### src/rtl/core/lfrc_pkg.sv
// package for the link frame receive checker: payload types, codes and frame check update
`default_nettype none

package lfrc_pkg;

  // status codes
  localparam logic [3:0] ST_OK         = 4'd0;
  localparam logic [3:0] ST_SHORT      = 4'd1;
  localparam logic [3:0] ST_CHECK_FAIL = 4'd2;
  localparam logic [3:0] ST_NOT_ACKED  = 4'd3;
  localparam logic [3:0] ST_WRONG_ACK  = 4'd4;
  localparam logic [3:0] ST_CTRL_LEN   = 4'd5;
  localparam logic [3:0] ST_BAD_CTRL   = 4'd6;
  localparam logic [3:0] ST_UNEXP_CTRL = 4'd7;
  localparam logic [3:0] ST_BAD_LEN    = 4'd8;

  // frame layout
  localparam int unsigned CTRL_FRAME_BYTES = 5;
  localparam logic [7:0] FTYPE_MASK  = 8'h80;
  localparam logic [7:0] SEQCTR_MASK = 8'h60;
  localparam logic [7:0] FRNR_MASK   = 8'h0C;
  localparam logic [7:0] ACKNR_MASK  = 8'h03;
  localparam logic [7:0] NIB_MASK    = 8'h0F;
  localparam logic [7:0] BYTE_MASK   = 8'hFF;

  typedef struct packed {
    logic [7:0] rx_byte;
    logic       last;
    logic       expect_control;
  } lfrc_in_t;

  typedef struct packed {
    logic [3:0] status;
    logic [7:0] payload_len;
    logic       send_ack;
    logic [1:0] ack_number;
    logic       duplicate_ack;
    logic [1:0] next_tx_number;
  } lfrc_out_t;

  // summary of a finished frame, valid on its last byte
  typedef struct packed {
    logic        too_short;
    logic        too_long;
    logic        check_ok;
    logic        is_ctrl_len;
    logic        len_match;
    logic        mode;
    logic [7:0]  ctrl;
    logic [15:0] length;
  } lfrc_frame_t;

  // one byte of the 16-bit frame check
  function automatic logic [15:0] check_update(input logic [15:0] acc, input logic [7:0] b);
    logic [7:0]  a;
    logic [3:0]  lo;
    logic [7:0]  m;
    logic [3:0]  hi;
    logic [15:0] t;
    a  = (acc[7:0] ^ b) & BYTE_MASK;
    lo = a[3:0] & NIB_MASK[3:0];
    m  = {lo, 4'h0} ^ a;
    hi = m[7:4];
    t  = {7'h00, m, 1'b0} ^ {12'h000, hi};
    t  = {t[11:0], 4'h0} ^ {12'h000, lo};
    t  = {t[12:0], 3'b000};
    return t ^ {12'h000, hi} ^ {8'h00, acc[15:8]};
  endfunction

endpackage

`default_nettype wire

### src/rtl/core/lfrc_link_state.sv
// link sequencing state, end-of-frame decision and result register
`default_nettype none

module lfrc_link_state
  import lfrc_pkg::*;
(
  input  wire logic        clk,
  input  wire logic        rst_n,
  input  wire logic        fire,
  input  wire lfrc_frame_t frame,
  output logic             out_valid,
  input  wire logic        out_ready,
  output lfrc_out_t        out_data
);

  logic [1:0] tx_r, tx_nxt;
  logic [1:0] ack_last_r, ack_last_nxt;
  logic [1:0] rxn_r, rxn_nxt;
  logic       valid_r;
  lfrc_out_t  res_r, res_nxt;
  logic [1:0] ack;

  assign ack = frame.ctrl[1:0] & ACKNR_MASK[1:0];

  always_comb begin
    tx_nxt       = tx_r;
    ack_last_nxt = ack_last_r;
    rxn_nxt      = rxn_r;
    res_nxt      = '0;
    res_nxt.status = ST_OK;
    if (frame.too_short) begin
      res_nxt.status = ST_SHORT;
    end else if (frame.too_long) begin
      res_nxt.status = frame.mode ? ST_CTRL_LEN : ST_BAD_LEN;
    end else if (!frame.check_ok) begin
      res_nxt.status = ST_CHECK_FAIL;
    end else if ((frame.ctrl & SEQCTR_MASK) != 8'h00) begin
      res_nxt.status = ST_NOT_ACKED;
    end else begin
      if (tx_r == ack) begin
        tx_nxt       = tx_r + 2'd1;
        ack_last_nxt = ack;
      end else if (ack_last_r == ack) begin
        res_nxt.duplicate_ack = 1'b1;
      end else begin
        res_nxt.status = ST_WRONG_ACK;
      end
      if (res_nxt.status == ST_OK) begin
        if (frame.mode) begin
          if (!frame.is_ctrl_len) begin
            res_nxt.status = ST_CTRL_LEN;
          end else if ((frame.ctrl & FTYPE_MASK) == 8'h00 || frame.length != 16'h0000) begin
            res_nxt.status = ST_BAD_CTRL;
          end
        end else if ((frame.ctrl & FTYPE_MASK) != 8'h00) begin
          res_nxt.status = ST_UNEXP_CTRL;
        end else if (!frame.len_match) begin
          res_nxt.status = ST_BAD_LEN;
        end else begin
          rxn_nxt              = frame.ctrl[3:2] & FRNR_MASK[3:2];
          res_nxt.payload_len  = frame.length[7:0];
          res_nxt.send_ack     = 1'b1;
          res_nxt.ack_number   = rxn_nxt;
        end
      end
    end
    res_nxt.next_tx_number = tx_nxt;
  end

  always_ff @(posedge clk) begin
    if (!rst_n) begin
      tx_r       <= '0;
      ack_last_r <= '0;
      rxn_r      <= '0;
      valid_r    <= 1'b0;
    end else begin
      if (fire) begin
        tx_r       <= tx_nxt;
        ack_last_r <= ack_last_nxt;
        rxn_r      <= rxn_nxt;
        valid_r    <= 1'b1;
      end else if (out_ready) begin
        valid_r    <= 1'b0;
      end
    end
  end

  always_ff @(posedge clk) begin
    if (fire) begin
      res_r <= res_nxt;
    end
  end

  assign out_valid = valid_r;
  assign out_data  = res_r;

endmodule

`default_nettype wire

### config.mk
export PLATFORM = sky130hd
export DESIGN_NAME = lfrc_link_state
export DESIGN_NICKNAME = d
export VERILOG_FILES = /design/src/rtl/core/lfrc_pkg.sv /design/src/rtl/core/lfrc_link_state.sv
export SDC_FILE = /design/constraint.sdc
export NUM_CORES = 1
export LEC_CHECK = 0
export ABC_AREA = 1
export ABC_CLOCK_PERIOD_IN_PS = 2200
export BUFFER_PORTS_ARGS = -buffer_cell sky130_fd_sc_hd__buf_4
export CORE_AREA = 2 2 45 63
export CTS_CLUSTER_SIZE = 12
export DETAILED_ROUTE_END_ITERATION = 8
export DIE_AREA = 0 0 47 65
export PLACE_DENSITY_LB_ADDON = 0.3
export SYNTH_ARGS = -nofsm -noshare
export SYNTH_HDL_FRONTEND = slang
export SYNTH_SLANG_ARGS = --single-unit
### constraint.sdc
create_clock -name clk -period 2.2 [get_ports clk]
set_clock_uncertainty 0.05 [all_clocks]
set_input_delay 0.22 -clock clk [delete_from_list [all_inputs] [get_ports clk]]
set_output_delay 0.22 -clock clk [all_outputs]
set_load 0.005 [all_outputs]
==> reports/qor.csv <==
metric,value,unit
reg2reg path depth,5,
DRC Markers,0,
Power Total,832.8,uW
Initial Util,46.00,%
# H-tree levels,1,
Critical Path Fanout Max,11,
Final HPWL DP,1.817,mm
RSZ-0062 raised after global routing,no,
Synth Net Count,162,
vias in the first global route,968,
synth unique cells,20,
CTS Buf Count,3,
Max Clk Rate,0.6635,GHz
routed vias,998,
Chip Width,47,um
Sum Neg Setup Slack,0,ps
DRT iter0 DRCs,30,
CP Launch Point,tx_r[0],
Max Root-Sink Buffers,2,
share of layout cells above drive strength 1,39.56,%
slowest cell delay on critical path,410,ps
ys async rst share,0,%
Worst Path Required,2310,ps
Clock Sinks,23,
crit path kind,reg -> reg,
cell with the most instances after synthesis,inv_1,
Tmin final,1507,ps
full die area,3055,um2
Post-Synthesis Cells,128,
Mean Syn Cell Area,9.101,um2
Worst VDD drop,324.6,uV
Worst-Skew Late Latency,310,ps
Synth warnings,0,
ys flop type,edfxtp_1,
largest net degree at the start of global routing,24,
Syn Std Cell Area,1165,um2
worst reg2reg path endpoint,out_data[9],
row cnt,22,
Slew @ Worst Pin,431.8,ps
Resized Gates After CTS,0,
final hold vios,0,
critical path depth in cells,5,
die height,65,um
P_leak,0.7824,nW
vias per cell,4.578,
first-pass GRT wire length,3.801,mm
I/O Buffers,51,
Worst-path clk slew,120,ps
Post-synth EDFFs,18,
Routed Antenna Nets,0,
max cap viols,0,
synthesis-to-layout area growth,38.02,%
n_diodes,0,
startpoint types,register,
CTS tree,yes,
Final Cycle Share,68.51,%
Crit path arrival time,1620,ps
IO Count,53,
CP endpoint,out_data[9],
nets@finish,217,
Relative slew margins,71.14,%
cell family with most CP delay,simple AND/OR/NAND/NOR gates,
CP max stage cell,dfxtp_1,
gr ovfl total,0,
RD Place Congestion,0.8864,
endpoints failing setup,0,
P per Cell Area,518.0,nW/um2
drt pass-1 iters,4,
cts hold-fix bufs,0,
crit-path cells,xnor2_1 > nand2_2 > nand2_4 > nand4_2 > nor2_2,
# Post-CTS Setup Buffers,0,
final slew viol count,0,
RR Startpoint,tx_r[0],
status,"complete, no violations",
CP Capture Type,register,
clock root buffer,clkbuf_4,
WL final,2.241,mm
routed len/inst,10.28,um
Synth area leaders,"edfxtp_1, dfxtp_1, inv_1, nand2_1, nor2_1",
Hold WC Path Type,in -> reg,
GR Util All Layers,17.32,%
Core Region,2532,um2
buffers plus inverters on the worst setup path,0,
post-synthesis sequential area ratio,54.99,%
initial antenna violation count,0,
cell taking the most area after synthesis,edfxtp_1,
Synth top cells by count,"inv_1, nand2_1, edfxtp_1, nor2_1",
R2R setup slack,690,ps
share of the synthesized area in the top cell type,46.40,%
"FF+latch count, synth",23,
-- routing by layer --
layer  vias to the layer above  part of all wire (%)  global-route usage [%]
met5                         -                     0                       0
met4                         0                   2.0                   8.681
met3                         5                   8.2                   3.900
met2                        44                    54                   30.82
met1                       440                    36                   17.69
li1                        509                     -                       -
-- metrics by stage --
step | setup slack, ps | area, um2 | utilization [%] | hold WS, ps | cells
2_1_floorplan | 967.5 | 1165 | - | 263.5 | 128
3_3_place_gp | 694.3 | 1582 | 62.45 | 416.0 | 214
3_5_place_dp | 636.8 | 1582 | 62.45 | 419.6 | 214
4_1_cts | 666.3 | 1608 | 63.49 | 102.9 | 218
5_1_grt | 532.7 | 1608 | 63.49 | 112.7 | 218
6_report | 692.9 | 1608 | 63.49 | 106.3 | 218
-- report_power, final --
part | switching [mW] | internal (mW)
Combinational | 0.0671 | 0.0794
Clock | 0.120 | 0.0708
Sequential | 0.00741 | 0.489
-- flip-flops by register name, indices dropped and copies added (netlist names) --
signal      count
ack_last_r      2
out_data       18
out_valid       1
tx_r            2
-- worst min path at each step --
stage	from	to	slack, ps	cells after the start
2_1_floorplan	fire	tx_r[0]	260	1
3_3_place_gp	out_valid	out_valid	420	2
3_5_place_dp	out_valid	out_valid	420	2
4_1_cts	out_ready	out_valid	100	4
5_1_grt	out_ready	out_valid	110	4
6_report	out_ready	out_valid	110	4
-- worst register-to-register path: stages, from the launching register on --
cell and delay (ps):
dfxtp_1 410, xnor2_1 150, nand2_2 110, nand2_4 110, nand4_2 340, nor2_2 200
-- cell type report --
type	count	area (um2)
Clock buffer	4	26.28
Fill cell	217	924.6
Inverter	26	97.59
Multi-Input combinational cell	78	415.4
Sequential cell	23	640.6
Tap cell	36	45.04
Timing Repair Buffer	51	382.9
-- cell usage in the layout, fill, tap and decap left out, types with 2 or more instances in the layout --
cell type	instances
nand2_1	19
clkbuf_4	3
buf_4	51
xnor2_1	3
a21oi_1	5
o21ai_0	9
dfxtp_1	5
inv_2	2
inv_1	24
nor2_2	9
nor2_4	2
a21boi_0	2
nand3_1	5
nor2_1	18
edfxtp_1	18
-- logic make-up (layout without fill, tap and decap cells) --
group / Yosys count / in the layout / share of synthesized area, %
simple gates: 58 / 58 / 24.70
buf+inv: 27 / 81 / 9.345
xor+xnor: 4 / 4 / 3.653
compound gates: 16 / 16 / 7.303
flops: 23 / 23 / 55.00
(Power assumes the default switching activity.)
